File: config.mk
export PLATFORM = sky130hd
export DESIGN_NAME = cave_automaton_smoothing_filter
export DESIGN_NICKNAME = d
export VERILOG_FILES = /design/src/rtl/cafs_pkg.sv /design/src/rtl/cave_automaton_smoothing_filter.sv /design/src/rtl/cafs_ram.sv /design/src/rtl/cafs_front.sv /design/src/rtl/cafs_queue.sv /design/src/rtl/cafs_back.sv
export SDC_FILE = /design/constraint.sdc
export NUM_CORES = 2
export LEC_CHECK = 0
export CORE_MARGIN = 3
export CORE_UTILIZATION = 60
export CTS_BUF_LIST = sky130_fd_sc_hd__clkbuf_8
export DETAILED_ROUTE_END_ITERATION = 10
export DONT_BUFFER_PORTS = 1
export MAX_ROUTING_LAYER = met4
export PLACE_DENSITY = 0.8
export SLEW_MARGIN = 20
export SYNTH_ARGS = -nofsm -noshare
export SYNTH_HDL_FRONTEND = slang
export SYNTH_SLANG_ARGS = --single-unit
File: constraint.sdc
create_clock -name clk -period 43.9 [get_ports clk]
set_input_delay 6.585 -clock clk [delete_from_list [all_inputs] [get_ports clk]]
set_output_delay 6.585 -clock clk [all_outputs]
set_load 0.02 [all_outputs]
File: src/rtl/cafs_pkg.sv
// ----------------------------------------------------------------------------
// cafs_pkg
// Shared constants, types and helpers of the cave smoothing filter.
// ----------------------------------------------------------------------------
package cafs_pkg;

    localparam int MAX_COLS = 1024;
    localparam int MAX_ROWS = 1024;

    // Store index and position counter widths
    localparam int COL_W  = $clog2(MAX_COLS);
    localparam int ROW_W  = $clog2(MAX_ROWS);
    // Widths that hold the effective size itself
    localparam int COLS_W = $clog2(MAX_COLS + 1);
    localparam int ROWS_W = $clog2(MAX_ROWS + 1);

    // Register and field widths
    localparam int CFG_W     = 11;
    localparam int CFG_IDX_W = 2;
    localparam int THR_W     = 4;
    localparam int OUT_W     = 10;
    localparam int CNT_W     = 4;

    // Register indexes
    localparam logic [CFG_IDX_W-1:0] REG_MAP_COLS       = 2'd0;
    localparam logic [CFG_IDX_W-1:0] REG_MAP_ROWS       = 2'd1;
    localparam logic [CFG_IDX_W-1:0] REG_WALL_THRESHOLD = 2'd2;
    localparam logic [CFG_IDX_W-1:0] REG_ENCLOSE_BORDER = 2'd3;

    // Register reset values
    localparam logic [CFG_W-1:0] MAP_COLS_RST       = 11'd1001;
    localparam logic [CFG_W-1:0] MAP_ROWS_RST       = 11'd1001;
    localparam logic [THR_W-1:0] WALL_THRESHOLD_RST = 4'd4;
    localparam logic             ENCLOSE_BORDER_RST = 1'b0;

    // Input item kinds
    localparam logic FUNC_CELL  = 1'b0;
    localparam logic FUNC_DRAIN = 1'b1;

    localparam int QUEUE_DEPTH = 2;
    localparam int QP_W        = $clog2(QUEUE_DEPTH);
    localparam int QC_W        = $clog2(QUEUE_DEPTH + 1);

    // One classified item handed from the front to the back
    typedef struct packed {
        logic             store_wr;  // map cell: update line stores
        logic [COL_W-1:0] addr;      // line store column
        logic             bot;       // new bottom-row bit of the window
        logic             emit;      // produces a result
        logic [2:0]       row_mask;  // window rows inside the interior
        logic [2:0]       col_mask;  // window columns inside the interior
        logic             border;
        logic [OUT_W-1:0] row;
        logic [OUT_W-1:0] col;
        logic             last;
    } cafs_item_t;

    function automatic logic [COLS_W-1:0] cafs_eff_cols(input logic [CFG_W-1:0] v);
        logic [COLS_W-1:0] r;
        if (int'(v) < 3)
            r = COLS_W'(3);
        else if (int'(v) > MAX_COLS)
            r = COLS_W'(MAX_COLS);
        else
            r = COLS_W'(v);
        return r;
    endfunction

    function automatic logic [ROWS_W-1:0] cafs_eff_rows(input logic [CFG_W-1:0] v);
        logic [ROWS_W-1:0] r;
        if (int'(v) < 3)
            r = ROWS_W'(3);
        else if (int'(v) > MAX_ROWS)
            r = ROWS_W'(MAX_ROWS);
        else
            r = ROWS_W'(v);
        return r;
    endfunction

endpackage

File: src/rtl/cave_automaton_smoothing_filter.sv
// ----------------------------------------------------------------------------
// cave_automaton_smoothing_filter
// One 3x3 majority smoothing pass over a binary wall map streamed in raster
// order.
//
// Input channel (in_valid/in_ready): func selects a map cell (cell_in, 1 is
// wall) or a drain beat. Output channel (out_valid/out_ready): one smoothed
// cell with its row and column; frame_end marks the last cell of the map.
// Results lag the input by one row plus one cell: the first map_cols+1 cells
// of a map give no result, and map_cols+1 drain beats after the last cell
// flush the rest. Drain beats with nothing pending are dropped.
// Throughput is one beat per cycle while the queue has room. A two-entry
// queue separates the input classifier from the line store and window
// datapath, and the output register lets the input keep flowing while a
// result waits. When the receiver stalls, the back end holds and the queue
// fills; in_ready drops once it is full. Configuration (cfg_valid/cfg_ready,
// always ready) must be written only while idle; the block itself does not
// enforce this. Reset clears all position counters and restores the
// register defaults; line store contents are not cleared.
// ----------------------------------------------------------------------------
module cave_automaton_smoothing_filter import cafs_pkg::*; (
    input  logic                 clk,
    input  logic                 rst_n,
    input  logic                 cfg_valid,
    output logic                 cfg_ready,
    input  logic [CFG_IDX_W-1:0] cfg_index,
    input  logic [CFG_W-1:0]     cfg_data,
    input  logic                 in_valid,
    output logic                 in_ready,
    input  logic                 func,
    input  logic                 cell_in,
    output logic                 out_valid,
    input  logic                 out_ready,
    output logic                 cell_out,
    output logic [OUT_W-1:0]     out_row,
    output logic [OUT_W-1:0]     out_col,
    output logic                 frame_end
);

    logic [CFG_W-1:0] map_cols_reg, map_cols_next;
    logic [CFG_W-1:0] map_rows_reg, map_rows_next;
    logic [THR_W-1:0] wall_threshold_reg, wall_threshold_next;
    logic             enclose_border_reg, enclose_border_next;

    logic             q_push;
    logic             q_full;
    logic             q_pop;
    logic             q_valid;
    cafs_item_t       push_item;
    cafs_item_t       pop_item;

    assign cfg_ready = 1'b1;

    always_comb
    begin
        map_cols_next       = map_cols_reg;
        map_rows_next       = map_rows_reg;
        wall_threshold_next = wall_threshold_reg;
        enclose_border_next = enclose_border_reg;
        if (cfg_valid && cfg_ready)
        begin
            unique case (cfg_index)
                REG_MAP_COLS:       map_cols_next       = cfg_data;
                REG_MAP_ROWS:       map_rows_next       = cfg_data;
                REG_WALL_THRESHOLD: wall_threshold_next = cfg_data[THR_W-1:0];
                REG_ENCLOSE_BORDER: enclose_border_next = cfg_data[0];
            endcase
        end
    end

    always_ff @(posedge clk or negedge rst_n)
    begin
        if (!rst_n)
        begin
            map_cols_reg       <= MAP_COLS_RST;
            map_rows_reg       <= MAP_ROWS_RST;
            wall_threshold_reg <= WALL_THRESHOLD_RST;
            enclose_border_reg <= ENCLOSE_BORDER_RST;
        end
        else
        begin
            map_cols_reg       <= map_cols_next;
            map_rows_reg       <= map_rows_next;
            wall_threshold_reg <= wall_threshold_next;
            enclose_border_reg <= enclose_border_next;
        end
    end

    cafs_front u_front (
        .clk      (clk),
        .rst_n    (rst_n),
        .in_valid (in_valid),
        .in_ready (in_ready),
        .func     (func),
        .cell_in  (cell_in),
        .map_cols (map_cols_reg),
        .map_rows (map_rows_reg),
        .q_full   (q_full),
        .q_push   (q_push),
        .q_item   (push_item)
    );

    cafs_queue u_queue (
        .clk       (clk),
        .rst_n     (rst_n),
        .push      (q_push),
        .push_item (push_item),
        .full      (q_full),
        .pop       (q_pop),
        .valid     (q_valid),
        .pop_item  (pop_item)
    );

    cafs_back u_back (
        .clk            (clk),
        .rst_n          (rst_n),
        .q_valid        (q_valid),
        .q_item         (pop_item),
        .q_pop          (q_pop),
        .wall_threshold (wall_threshold_reg),
        .enclose_border (enclose_border_reg),
        .out_valid      (out_valid),
        .out_ready      (out_ready),
        .cell_out       (cell_out),
        .out_row        (out_row),
        .out_col        (out_col),
        .frame_end      (frame_end)
    );

    // Every map cell must reach the back end
    a_cell_enqueued: assert property (@(posedge clk) disable iff (!rst_n)
        (in_valid && in_ready && func == FUNC_CELL) |-> q_push)
        else $error("map cell beat not enqueued");

    a_no_overflow: assert property (@(posedge clk) disable iff (!rst_n)
        q_push |-> (!q_full || q_pop))
        else $error("queue push while full");

    a_no_underflow: assert property (@(posedge clk) disable iff (!rst_n)
        q_pop |-> q_valid)
        else $error("queue pop while empty");

    // The frame-end cell sits in the last column of the map
    a_frame_end_col: assert property (@(posedge clk) disable iff (!rst_n)
        (out_valid && frame_end) |->
            (COLS_W'(out_col) + COLS_W'(1) == cafs_eff_cols(map_cols_reg)))
        else $error("frame end outside the last column");

endmodule

File: src/rtl/cafs_ram.sv
// ----------------------------------------------------------------------------
// cafs_ram
// Generic single-write, single-read RAM with registered, enabled read data.
// ----------------------------------------------------------------------------
module cafs_ram #(
    parameter int WIDTH = 1,
    parameter int DEPTH = 2
) (
    input  logic                     clk,
    input  logic                     we,
    input  logic [$clog2(DEPTH)-1:0] waddr,
    input  logic [WIDTH-1:0]         wdata,
    input  logic                     re,
    input  logic [$clog2(DEPTH)-1:0] raddr,
    output logic [WIDTH-1:0]         rdata
);

    logic [WIDTH-1:0] mem_reg [DEPTH];
    logic [WIDTH-1:0] rdata_reg;

    always_ff @(posedge clk)
    begin
        if (we)
        begin
            mem_reg[waddr] <= wdata;
        end
        if (re)
        begin
            rdata_reg <= mem_reg[raddr];
        end
    end

    assign rdata = rdata_reg;

endmodule

File: src/rtl/cafs_front.sv
// ----------------------------------------------------------------------------
// cafs_front
// Input side: tracks raster and emit positions, classifies each beat and
// builds the window masks and output coordinates for the back end.
// ----------------------------------------------------------------------------
module cafs_front import cafs_pkg::*; (
    input  logic             clk,
    input  logic             rst_n,
    input  logic             in_valid,
    output logic             in_ready,
    input  logic             func,
    input  logic             cell_in,
    input  logic [CFG_W-1:0] map_cols,
    input  logic [CFG_W-1:0] map_rows,
    input  logic             q_full,
    output logic             q_push,
    output cafs_item_t       q_item
);

    localparam int CX_W = COLS_W + 1;
    localparam int RX_W = ROWS_W + 1;

    logic [COL_W-1:0]  in_col_reg, in_col_next;
    logic [ROW_W-1:0]  in_row_reg, in_row_next;
    logic [COL_W-1:0]  emit_col_reg, emit_col_next;
    logic [ROW_W-1:0]  emit_row_reg, emit_row_next;
    logic              tail_reg, tail_next;

    logic [COLS_W-1:0] cols;
    logic [ROWS_W-1:0] rows;
    logic              accept;
    logic              is_drain;
    logic              restart;
    logic              map_emit;
    logic              last;
    logic [COL_W-1:0]  ec_base;
    logic [ROW_W-1:0]  er_base;
    logic [CX_W-1:0]   ec_x, ec_inc, ic_inc;
    logic [RX_W-1:0]   er_x, er_inc, ir_inc;
    logic              ec_wrap, er_wrap, ic_wrap, ir_wrap;
    logic [COL_W-1:0]  drain_addr;
    logic [COL_W-1:0]  emit_col_adv;
    logic [ROW_W-1:0]  emit_row_adv;

    always_comb
    begin
        cols     = cafs_eff_cols(map_cols);
        rows     = cafs_eff_rows(map_rows);
        in_ready = !q_full;
        accept   = in_valid && in_ready;
        is_drain = (func == FUNC_DRAIN);
        restart  = !is_drain && (in_row_reg == '0) && (in_col_reg == '0);

        // A new map restarts the emit position before anything else
        er_base = restart ? '0 : emit_row_reg;
        ec_base = restart ? '0 : emit_col_reg;

        map_emit = (in_row_reg >= ROW_W'(2))
                   || ((in_row_reg == ROW_W'(1)) && (in_col_reg != '0));

        ec_x    = CX_W'(ec_base);
        ec_inc  = ec_x + CX_W'(1);
        ec_wrap = ec_inc >= CX_W'(cols);
        er_x    = RX_W'(er_base);
        er_inc  = er_x + RX_W'(1);
        er_wrap = er_inc >= RX_W'(rows);
        last    = ec_wrap && er_wrap;

        ic_inc  = CX_W'(in_col_reg) + CX_W'(1);
        ic_wrap = ic_inc >= CX_W'(cols);
        ir_inc  = RX_W'(in_row_reg) + RX_W'(1);
        ir_wrap = ir_inc >= RX_W'(rows);

        // Drain reads the column one ahead of the emit position
        drain_addr   = ec_wrap ? '0 : COL_W'(ec_inc);
        emit_col_adv = ec_wrap ? '0 : COL_W'(ec_inc);
        emit_row_adv = ec_wrap ? (er_wrap ? '0 : ROW_W'(er_inc)) : er_base;

        q_item.store_wr    = !is_drain;
        q_item.addr        = is_drain ? drain_addr : in_col_reg;
        q_item.bot         = is_drain ? 1'b0 : cell_in;
        q_item.emit        = is_drain ? tail_reg : map_emit;
        q_item.row_mask[0] = (er_x >= RX_W'(2)) && (er_inc <= RX_W'(rows));
        q_item.row_mask[1] = (er_x >= RX_W'(1)) && (er_x + RX_W'(2) <= RX_W'(rows));
        q_item.row_mask[2] = (er_x + RX_W'(3) <= RX_W'(rows));
        q_item.col_mask[0] = (ec_x >= CX_W'(2)) && (ec_inc <= CX_W'(cols));
        q_item.col_mask[1] = (ec_x >= CX_W'(1)) && (ec_x + CX_W'(2) <= CX_W'(cols));
        q_item.col_mask[2] = (ec_x + CX_W'(3) <= CX_W'(cols));
        q_item.border      = (er_x == '0) || (ec_x == '0) || er_wrap || ec_wrap;
        q_item.row         = OUT_W'(er_base);
        q_item.col         = OUT_W'(ec_base);
        q_item.last        = last;

        // Drop drain beats that arrive with nothing left to flush
        q_push = accept && (!is_drain || tail_reg);

        in_col_next   = in_col_reg;
        in_row_next   = in_row_reg;
        emit_col_next = emit_col_reg;
        emit_row_next = emit_row_reg;
        tail_next     = tail_reg;

        if (accept && !is_drain)
        begin
            in_col_next = ic_wrap ? '0 : COL_W'(ic_inc);
            if (ic_wrap)
            begin
                in_row_next = ir_wrap ? '0 : ROW_W'(ir_inc);
            end
            if (restart)
            begin
                tail_next = 1'b0;
            end
            if (ic_wrap && ir_wrap)
            begin
                tail_next = 1'b1;
            end
            if (map_emit)
            begin
                emit_col_next = emit_col_adv;
                emit_row_next = emit_row_adv;
            end
            else
            begin
                emit_col_next = ec_base;
                emit_row_next = er_base;
            end
        end
        else if (accept && tail_reg)
        begin
            emit_col_next = emit_col_adv;
            emit_row_next = emit_row_adv;
            if (last)
            begin
                tail_next = 1'b0;
            end
        end
    end

    always_ff @(posedge clk or negedge rst_n)
    begin
        if (!rst_n)
        begin
            in_col_reg   <= '0;
            in_row_reg   <= '0;
            emit_col_reg <= '0;
            emit_row_reg <= '0;
            tail_reg     <= 1'b0;
        end
        else
        begin
            in_col_reg   <= in_col_next;
            in_row_reg   <= in_row_next;
            emit_col_reg <= emit_col_next;
            emit_row_reg <= emit_row_next;
            tail_reg     <= tail_next;
        end
    end

endmodule

File: src/rtl/cafs_queue.sv
// ----------------------------------------------------------------------------
// cafs_queue
// Short FIFO of classified items between the front and the back end.
// ----------------------------------------------------------------------------
module cafs_queue import cafs_pkg::*; (
    input  logic       clk,
    input  logic       rst_n,
    input  logic       push,
    input  cafs_item_t push_item,
    output logic       full,
    input  logic       pop,
    output logic       valid,
    output cafs_item_t pop_item
);

    cafs_item_t       entries_reg [QUEUE_DEPTH];
    logic [QP_W-1:0]  wr_ptr_reg, wr_ptr_next;
    logic [QP_W-1:0]  rd_ptr_reg, rd_ptr_next;
    logic [QC_W-1:0]  count_reg, count_next;

    always_comb
    begin
        full     = (count_reg == QC_W'(QUEUE_DEPTH));
        valid    = (count_reg != '0);
        pop_item = entries_reg[rd_ptr_reg];

        wr_ptr_next = wr_ptr_reg;
        rd_ptr_next = rd_ptr_reg;
        count_next  = count_reg;
        if (push)
        begin
            wr_ptr_next = (wr_ptr_reg == QP_W'(QUEUE_DEPTH - 1)) ? '0 : wr_ptr_reg + QP_W'(1);
        end
        if (pop)
        begin
            rd_ptr_next = (rd_ptr_reg == QP_W'(QUEUE_DEPTH - 1)) ? '0 : rd_ptr_reg + QP_W'(1);
        end
        if (push && !pop)
        begin
            count_next = count_reg + QC_W'(1);
        end
        else if (pop && !push)
        begin
            count_next = count_reg - QC_W'(1);
        end
    end

    always_ff @(posedge clk)
    begin
        if (push)
        begin
            entries_reg[wr_ptr_reg] <= push_item;
        end
    end

    always_ff @(posedge clk or negedge rst_n)
    begin
        if (!rst_n)
        begin
            wr_ptr_reg <= '0;
            rd_ptr_reg <= '0;
            count_reg  <= '0;
        end
        else
        begin
            wr_ptr_reg <= wr_ptr_next;
            rd_ptr_reg <= rd_ptr_next;
            count_reg  <= count_next;
        end
    end

endmodule

File: src/rtl/cafs_back.sv
// ----------------------------------------------------------------------------
// cafs_back
// Execution side: line store access, 3x3 window shift, masked wall count,
// threshold decision and the output register.
// ----------------------------------------------------------------------------
module cafs_back import cafs_pkg::*; (
    input  logic             clk,
    input  logic             rst_n,
    input  logic             q_valid,
    input  cafs_item_t       q_item,
    output logic             q_pop,
    input  logic [THR_W-1:0] wall_threshold,
    input  logic             enclose_border,
    output logic             out_valid,
    input  logic             out_ready,
    output logic             cell_out,
    output logic [OUT_W-1:0] out_row,
    output logic [OUT_W-1:0] out_col,
    output logic             frame_end
);

    logic             b1_valid_reg, b1_valid_next;
    cafs_item_t       b1_item_reg;
    logic [8:0]       window_reg, window_next;
    logic             out_valid_reg, out_valid_next;
    logic             cell_out_reg;
    logic [OUT_W-1:0] out_row_reg;
    logic [OUT_W-1:0] out_col_reg;
    logic             frame_end_reg;

    logic [1:0]       store_rdata;  // [1] upper row, [0] middle row
    logic             out_free;
    logic             b1_go;
    logic             b1_load;
    logic             load_out;
    logic [8:0]       mask;
    logic [CNT_W-1:0] wall_count;
    logic             wall;

    // Upper and middle line stores share one address, so keep them in one RAM
    cafs_ram #(
        .WIDTH (2),
        .DEPTH (MAX_COLS)
    ) u_line_store (
        .clk   (clk),
        .we    (b1_go && b1_item_reg.store_wr),
        .waddr (b1_item_reg.addr),
        .wdata ({store_rdata[0], b1_item_reg.bot}),
        .re    (q_pop),
        .raddr (q_item.addr),
        .rdata (store_rdata)
    );

    always_comb
    begin
        out_free = !out_valid_reg || out_ready;
        // Items that make no result still retire to shift the window
        b1_go    = b1_valid_reg && (!b1_item_reg.emit || out_free);
        b1_load  = !b1_valid_reg || b1_go;
        q_pop    = q_valid && b1_load;
        load_out = b1_go && b1_item_reg.emit;

        b1_valid_next = b1_load ? q_valid : b1_valid_reg;

        window_next = window_reg;
        if (b1_go)
        begin
            window_next = {b1_item_reg.bot, store_rdata[0], store_rdata[1], window_reg[8:3]};
        end

        // Bit dc*3+dr of the window: dc column (oldest first), dr row (top first)
        for (int dc = 0; dc < 3; dc++)
        begin
            for (int dr = 0; dr < 3; dr++)
            begin
                mask[dc*3 + dr] = b1_item_reg.col_mask[dc] && b1_item_reg.row_mask[dr];
            end
        end

        wall_count = '0;
        for (int i = 0; i < 9; i++)
        begin
            wall_count = wall_count + CNT_W'(window_next[i] && mask[i]);
        end
        wall = (wall_count > wall_threshold) || (enclose_border && b1_item_reg.border);

        if (load_out)
            out_valid_next = 1'b1;
        else if (out_ready)
            out_valid_next = 1'b0;
        else
            out_valid_next = out_valid_reg;
    end

    always_ff @(posedge clk)
    begin
        if (q_pop)
        begin
            b1_item_reg <= q_item;
        end
        if (load_out)
        begin
            cell_out_reg  <= wall;
            out_row_reg   <= b1_item_reg.row;
            out_col_reg   <= b1_item_reg.col;
            frame_end_reg <= b1_item_reg.last;
        end
    end

    always_ff @(posedge clk or negedge rst_n)
    begin
        if (!rst_n)
        begin
            b1_valid_reg  <= 1'b0;
            window_reg    <= '0;
            out_valid_reg <= 1'b0;
        end
        else
        begin
            b1_valid_reg  <= b1_valid_next;
            window_reg    <= window_next;
            out_valid_reg <= out_valid_next;
        end
    end

    assign out_valid = out_valid_reg;
    assign cell_out  = cell_out_reg;
    assign out_row   = out_row_reg;
    assign out_col   = out_col_reg;
    assign frame_end = frame_end_reg;

endmodule

# Word-level counts from Yosys, hierarchy flattened
# Memory sizes are Yosys's and may differ from the RTL's. A register that Yosys moved wholly into a read port is not among the register bits.
# Cells that the tools add are included.
[word_totals]
reg_bits = 146
ram_bits = 2130
in_bits = 20
output_inout_bits = 25
wordCells = 184
mem_count = 2
[mem_list]
columns = ["name", "words", "word_bits", "rd", "rd_clocked_by_memory_dff", "write_ports", "line_no", "source"]
rows = [
  ["u_back.u_line_store.mem_reg", 1024, 2, 1, 1, 1, "cafs_ram.sv:18", "logic [WIDTH-1:0] mem_reg [DEPTH];"],
  ["u_queue.entries_reg", 2, 41, 1, 0, 1, "cafs_queue.sv:16", "cafs_item_t entries_reg [QUEUE_DEPTH];"],
]
[classes]
n_addsub = 20
order_cmp = 20
eq_ne = 6
muxes = 36
n_reduce_logical = 71
[op_table]
columns = ["operator", "count"]
rows = [
  ["two-way mux 10 bit", 14],
  ["<= comparator 12 x 11 -> 1 bit", 6],
  [">= comparator 12 x 11 -> 1 bit", 4],
  ["adder 10 x 1 -> 11 bit, second input constant", 4],
  ["adder 10 x 2 -> 11 bit, second input constant", 4],
  ["two-way mux 11 bit", 4],
  ["logical NOT 10 bit", 4],
  ["logical AND 1 bit", 38],
  [">= comparator 10 x 2 -> 1 bit, second input constant", 3],
  ["adder 4 x 1 -> 4 bit", 7],
  ["greater-than comparator 11 bit, second input constant", 2],
  ["< comparator 11 x 2 -> 1 bit, second input constant", 2],
  [">= comparator 10 x 1 -> 1 bit, second input constant", 2],
  ["two-way mux 1 bit", 15],
  ["== test 10 x 1 -> 1 bit, second input constant", 1],
  ["AND reduction 2 bit", 5],
  ["nonzero test 10 bit", 1],
  ["nonzero test 2 bit", 5],
  ["logical OR 1 bit", 9],
  ["two-way mux 9 bit", 1],
  ["logical NOT 1 bit", 7],
  ["== test 2 bit, second input constant", 3],
  ["greater-than comparator 4 bit", 1],
  ["two-way mux 2 bit", 2],
  ["other kinds (8)", 9],
]

# Longest topological paths before layout
[logic_depth]
word_depth = 16
mapped_depth = 24
ltp_nobuf = 22

# Cells and area by module
# A second synthesis with hierarchy kept.
[hier_totals]
hier_cells = 5917
area_unflattened_um2 = 96978.0
[modules_own_cells]
columns = ["mod", "instances", "cells_each", "area_each_um2", "seq_area_each_um2"]
rows = [
  ["cafs_ram", 1, 4793, 83777.8, 61559.0],
  ["cafs_front", 1, 762, 5934.4, 1026.0],
  ["cafs_queue", 1, 144, 3350.7, 2562.5],
  ["cafs_back", 1, 156, 2816.5, 2167.1],
  ["cave_automaton_smoothing_filter", 1, 62, 1098.6, 694.4],
]

# Worst setup path before layout
# OpenSTA, ideal clock, no wires.
[synth_path]
path_kind = "flip-flop to flip-flop"
start = "reg u_back.u_line_store.rdata_reg[0] (netlist: u_back.u_line_store.rdata[0]), read port of u_back.u_line_store.mem_reg"
end = "reg u_back.cell_out_reg (netlist: u_back.cell_out), data pin"
setup_time_ps = 254
t_arrival_ps = 15717
t_required_ps = 43646
slack_ps = 27930
path_stages_with_launch = 17
n_path_buf = 0
synth_period_minus_slack_ps = 15970
cell_sequence = "edfxtp_1 -> nand2_1 -> nand2_1 -> nand3_1 -> fa_1 -> fa_1 -> fa_1 -> inv_1 -> ha_1 -> fa_1 -> ha_1 -> nor2b_1 -> o21ai_0 -> nand2b_1 -> a21oi_1 -> a41oi_1 -> a21o_1"
[synth_between]
elab_chain_len = 6
[synth_lines]
columns = ["element", "line_no", "source"]
rows = [
  ["start: declaration", "cafs_ram.sv:19", "logic [WIDTH-1:0] rdata_reg;"],
  ["two-way mux 9 bit", "cafs_back.sv:66", "if (b1_go)"],
  ["net u_back.window_next[7]", "cafs_back.sv:24", "logic [8:0] window_reg, window_next;"],
  ["logical AND 1 bit", "cafs_back.sv:83", "wall_count = wall_count + CNT_W'(window_next[i] && mask[i]);"],
  ["adder 4 x 1 -> 4 bit (2 in a row)", "cafs_back.sv:83", ""],
  ["greater-than comparator 4 bit", "cafs_back.sv:85", "wall = (wall_count > wall_threshold) || (enclose_border && b1_item_reg.border);"],
  ["logical OR 1 bit", "cafs_back.sv:85", ""],
  ["net u_back.wall", "cafs_back.sv:38", "logic wall;"],
  ["end signal: assignment", "cafs_back.sv:103", "cell_out_reg <= wall;"],
  ["end: declaration", "cafs_back.sv:26", "logic cell_out_reg;"],
]
# The timed path passes the listed nets, and every way through them passes these cells.
# A chain may end at the register's enable or synchronous reset.

==> reports/results.tsv <==
stage	metric	value	unit
setup_path	most used cell, CP	nor2_1	
clock_network	hold buffers post-CTS	0	
setup_path	CP arrival	11.46	ns
timing	Setup violations, final	0	
global_routing	GRT met1 Usage	0.410	
finish	final core utilization	0.654	
timing	max_slew headroom	0.0686	
logic_synthesis	mean area per synthesized cell	13.0	um2
setup_path	CP required	44.80	ns
setup_path	worst-path cell chain	nor3_1 -> nand3_1 -> nor2_1 -> nand2_1 -> nand2_1 -> inv_1 -> ha_1 -> nand3_1 -> nor3_1 -> xnor2_1 -> ha_1 -> a21o_1 -> a21o_1 -> a21oi_1 -> o211ai_1 -> nor2_1 -> buf_4 -> nor2_1 -> o21ai_1 -> a22o_1	
clock_network	CTS Buffer Depth	4	
global_routing	Tot GR Track Use	0.322	
setup_path	Critical-path top delay cell	nand2_1	
die	Rows	147	
detailed_routing	Iter 0 DRT Violations	10100	
clock_network	clk root buf	clkbuf_8	
logic_synthesis	Yosys cell types	78	
finish	Post-Layout Inst Area	0.105	mm2
die	Die ar.	0.167	mm2
logic_synthesis	number of synthesized flops with an enable pin	2195	
clock_network	CTS Buf Count	361	
logic_synthesis	Synth Flop Type	edfxtp_1	
die	die height	409	um
detailed_routing	Routed Antenna Nets	0	
finish	fill cell count	11100	
run_status	outcome	finished clean	
logic_synthesis	Yosys top cell by area	edfxtp_1	
global_routing	first-pass GRT wire length	390000	um
global_routing	number of global-route vias before repair	62700	
die	Core ar.	0.161	mm2
logic_synthesis	Seq/Total Area, Yosys	0.699	
timing	pins over their slew limit	0	
global_routing	largest net degree at the start of global routing	249	
detailed_routing	post-DR vias/cell	6.56	
clock_network	post-CTS setup buffer count	0	
clock_network	CTS HTree Levels	5	
timing	Final Hold Vio Count	0	
finish	fraction of layout cells with a size suffix above 1	0.107	
run	maxcap violations	0	
timing	hold slack	0.381	ns
timing	setup_tns	0	ns
setup_path	Max FO, Critical Path	23	
detailed_routing	Routed WL per cell	26.9	um
detailed_routing	WL final	265000	um
setup_path	CP peak stage delay	0.57	ns
timing	Max Fclk	94.7	MHz
placement	final RePlAce weighted congestion	0.913	
clock_network	clock transition at the registers of the reported paths	0.06	ns
clock_network	CTS resizes	0	
setup_path	Worst Setup End Kind	register	
clock_network	CTS tree	done	
hold_path	Hold Path Stages	0	
clock_network	CTS sink count	2278	
logic_synthesis	Synth area leaders	edfxtp_1 (68%), nand2_1 (4.9%), nor2_1 (4.3%)	
setup_path	critical path class	input pin to register	
timing	crit share post-route	0.241	
global_routing	grt ovf	0	
timing	setup ws final	33.34	ns
power_and_ir_drop	Leak	35.2	nW
detailed_routing	via count	64600	
logic_synthesis	fraction of registers with async set/reset	0.0364	
finish	P&R area growth vs syn	8.16	%
die	Ports	45	
logic_synthesis	Syn. warnings	0	
global_routing	GRT Max-Usage Layer	met2	
logic_synthesis	synthesized area	0.0973	mm2
die	Initial Util	0.605	
timing	unrepaired setup endpoints after global routing	false	
hold_path	Hold Crit Class	register to register	
finish	Post-layout nets	7577	
die	Die X	409	um
power_and_ir_drop	PD cells	62.6	mW/mm2
logic_synthesis	number of synthesized register bits	2278	
detailed_routing	TritonRoute pass-1 iters	6	
global_routing	met3 Usage GRT	0.0839	
placement	HPWL after detailed placement	145000	um
timing	Worst-Margin Slew	1.40	ns
timing	Final Skew	0.102	ns
placement	worst slack, placed	32.33	ns
logic_synthesis	Syn Inst Count	7483	
timing	Final min period	10.56	ns
global_routing	met2 Use GR	0.482	
logic_synthesis	Yosys top cell area share	0.677	
power_and_ir_drop	peak supply drop	60.9	uV
finish	max reg flops	2048	
placement	port bufs	0	
global_routing	initial antenna violation count	6	
setup_path	R2R depth	13	
setup_path	Startpoint Class	input pin	
logic_synthesis	Post-Syn Nets	7625	
placement	Placed Area	0.0990	mm2
clock_network	clock latency on the worst-skew pair	1.07	ns
detailed_routing	Residual DRC	0	
## cell families after synthesis
family | after synthesis | share of synthesized area
xor gates and xnor gates | 66 | 0.00594
adders and majority gates | 122 | 0.0161
muxes | 469 | 0.0637
AOI/OAI and AO/OA | 978 | 0.0628
other | 1 | 0.0000385
buffers and inverters | 608 | 0.0275
DFF | 2278 | 0.699
and+or+nand+nor | 2961 | 0.125
## per-stage QoR
stage,power (W),std cells
CTS,0.00653,9847
finish,0.00659,9857
floorplan,0.00448,7483
detailed placement,0.00495,9231
global placement,0.00491,9231
global route,0.00682,9853
## final cells by class
| cell class | instances | area (um2) | area share |
|---|---|---|---|
| flip-flops and latches | 2278 | 68000 | 0.646 |
| multi-input cells | 4597 | 26900 | 0.255 |
| repair buffers | 130 | 1180 | 0.0112 |
| clock buffers | 368 | 5060 | 0.0481 |
| diodes | 9 | 22.5 | 0.000214 |
| well taps | 2160 | 2700 | 0.0257 |
| clock inverters | 248 | 1130 | 0.0108 |
| inverters | 67 | 278 | 0.00264 |
## cells in the mapped netlist, types with 6 or more instances
| master | instances |
|---|---|
| a2111oi_0 | 46 |
| a211oi_1 | 39 |
| a21boi_0 | 15 |
| a21o_1 | 21 |
| a21oi_1 | 393 |
| a22o_1 | 20 |
| a311oi_1 | 15 |
| a31o_2 | 6 |
| a31oi_1 | 59 |
| and2_1 | 9 |
| and3_1 | 45 |
| buf_1 | 42 |
| buf_2 | 75 |
| buf_4 | 59 |
| buf_6 | 11 |
| clkbuf_1 | 354 |
| dfrtp_1 | 68 |
| dfstp_2 | 15 |
| edfxtp_1 | 2195 |
| ha_1 | 117 |
| inv_1 | 62 |
| mux2_2 | 64 |
| mux2i_1 | 290 |
| mux4_2 | 112 |
| nand2_1 | 1262 |
| nand2b_1 | 17 |
| nand3_1 | 258 |
| nand4_1 | 25 |
| nor2_1 | 1108 |
| nor2b_1 | 28 |
| nor3_1 | 111 |
| nor3b_1 | 10 |
| nor4_1 | 53 |
| o211ai_1 | 8 |
| o21a_1 | 8 |
| o21ai_0 | 118 |
| o21bai_1 | 6 |
| o221ai_1 | 53 |
| o22ai_1 | 105 |
| o311ai_0 | 7 |
| o31ai_1 | 8 |
| o41ai_1 | 11 |
| or3_1 | 11 |
| xnor2_1 | 48 |
| xor2_1 | 18 |
## routing by layer
metal	wire length, um	vias up
met5	0	-
met4	14500	0
met3	35500	887
met2	123000	4861
met1	92500	31500
li1	-	27400
## power breakdown
part	total [W]	leakage [nW]	internal, W	switching (W)
logic	0.00214	10.9	0.000561	0.00158
registers	0.00285	20.8	0.00278	0.0000635
clock network	0.00161	3.58	0.000802	0.000804
## worst paths after layout
check	from	end	slack (ns)
max	func	u_front.emit_row_reg[2]	33.34
min	u_back.b1_item_reg[5]	u_back.out_col[4]	0.38
max reg2reg	u_queue.rd_ptr_reg	u_back.u_line_store.rdata[1]	36.67
min reg2reg	u_back.b1_item_reg[5]	u_back.out_col[4]	0.38
max in group asynchronous	rst_n	map_rows_reg[9]	38.41
min in group asynchronous	rst_n	enclose_border_reg	5.25
## worst max-delay path, delay by kind of cell
kind / cells / cell delay [ns]
AO/OA/AOI/OAI: 6 / 1.17
XOR/XNOR: 1 / 0.36
AND/OR/NAND/NOR: 9 / 2.39
buffers and inverters: 2 / 0.40
adder cells (fa/ha/maj): 2 / 0.54
## cell usage in the layout, fill, tap and decap left out, types with 14 or more instances in the layout
master and n:
a2111oi_0 46, a211oi_1 39, a21boi_0 15, a21o_1 21, a21oi_1 393, a22o_1 20
a311oi_1 15, a31oi_1 59, and3_1 45, buf_12 14, buf_4 113, clkbuf_8 368
clkinv_1 97, clkinv_2 41, dfrtp_1 67, dfstp_2 15, edfxtp_1 2195, ha_1 117
inv_1 162, mux2_2 64, mux2i_1 287, mux4_2 112, nand2_1 1207, nand2_2 52
nand2b_1 17, nand3_1 258, nand4_1 25, nor2_1 1104, nor2b_1 27, nor3_1 111
nor4_1 53, o21ai_0 118, o221ai_1 53, o22ai_1 105, xnor2_1 48, xor2_1 18
Power figures use the tool's default switching activity.
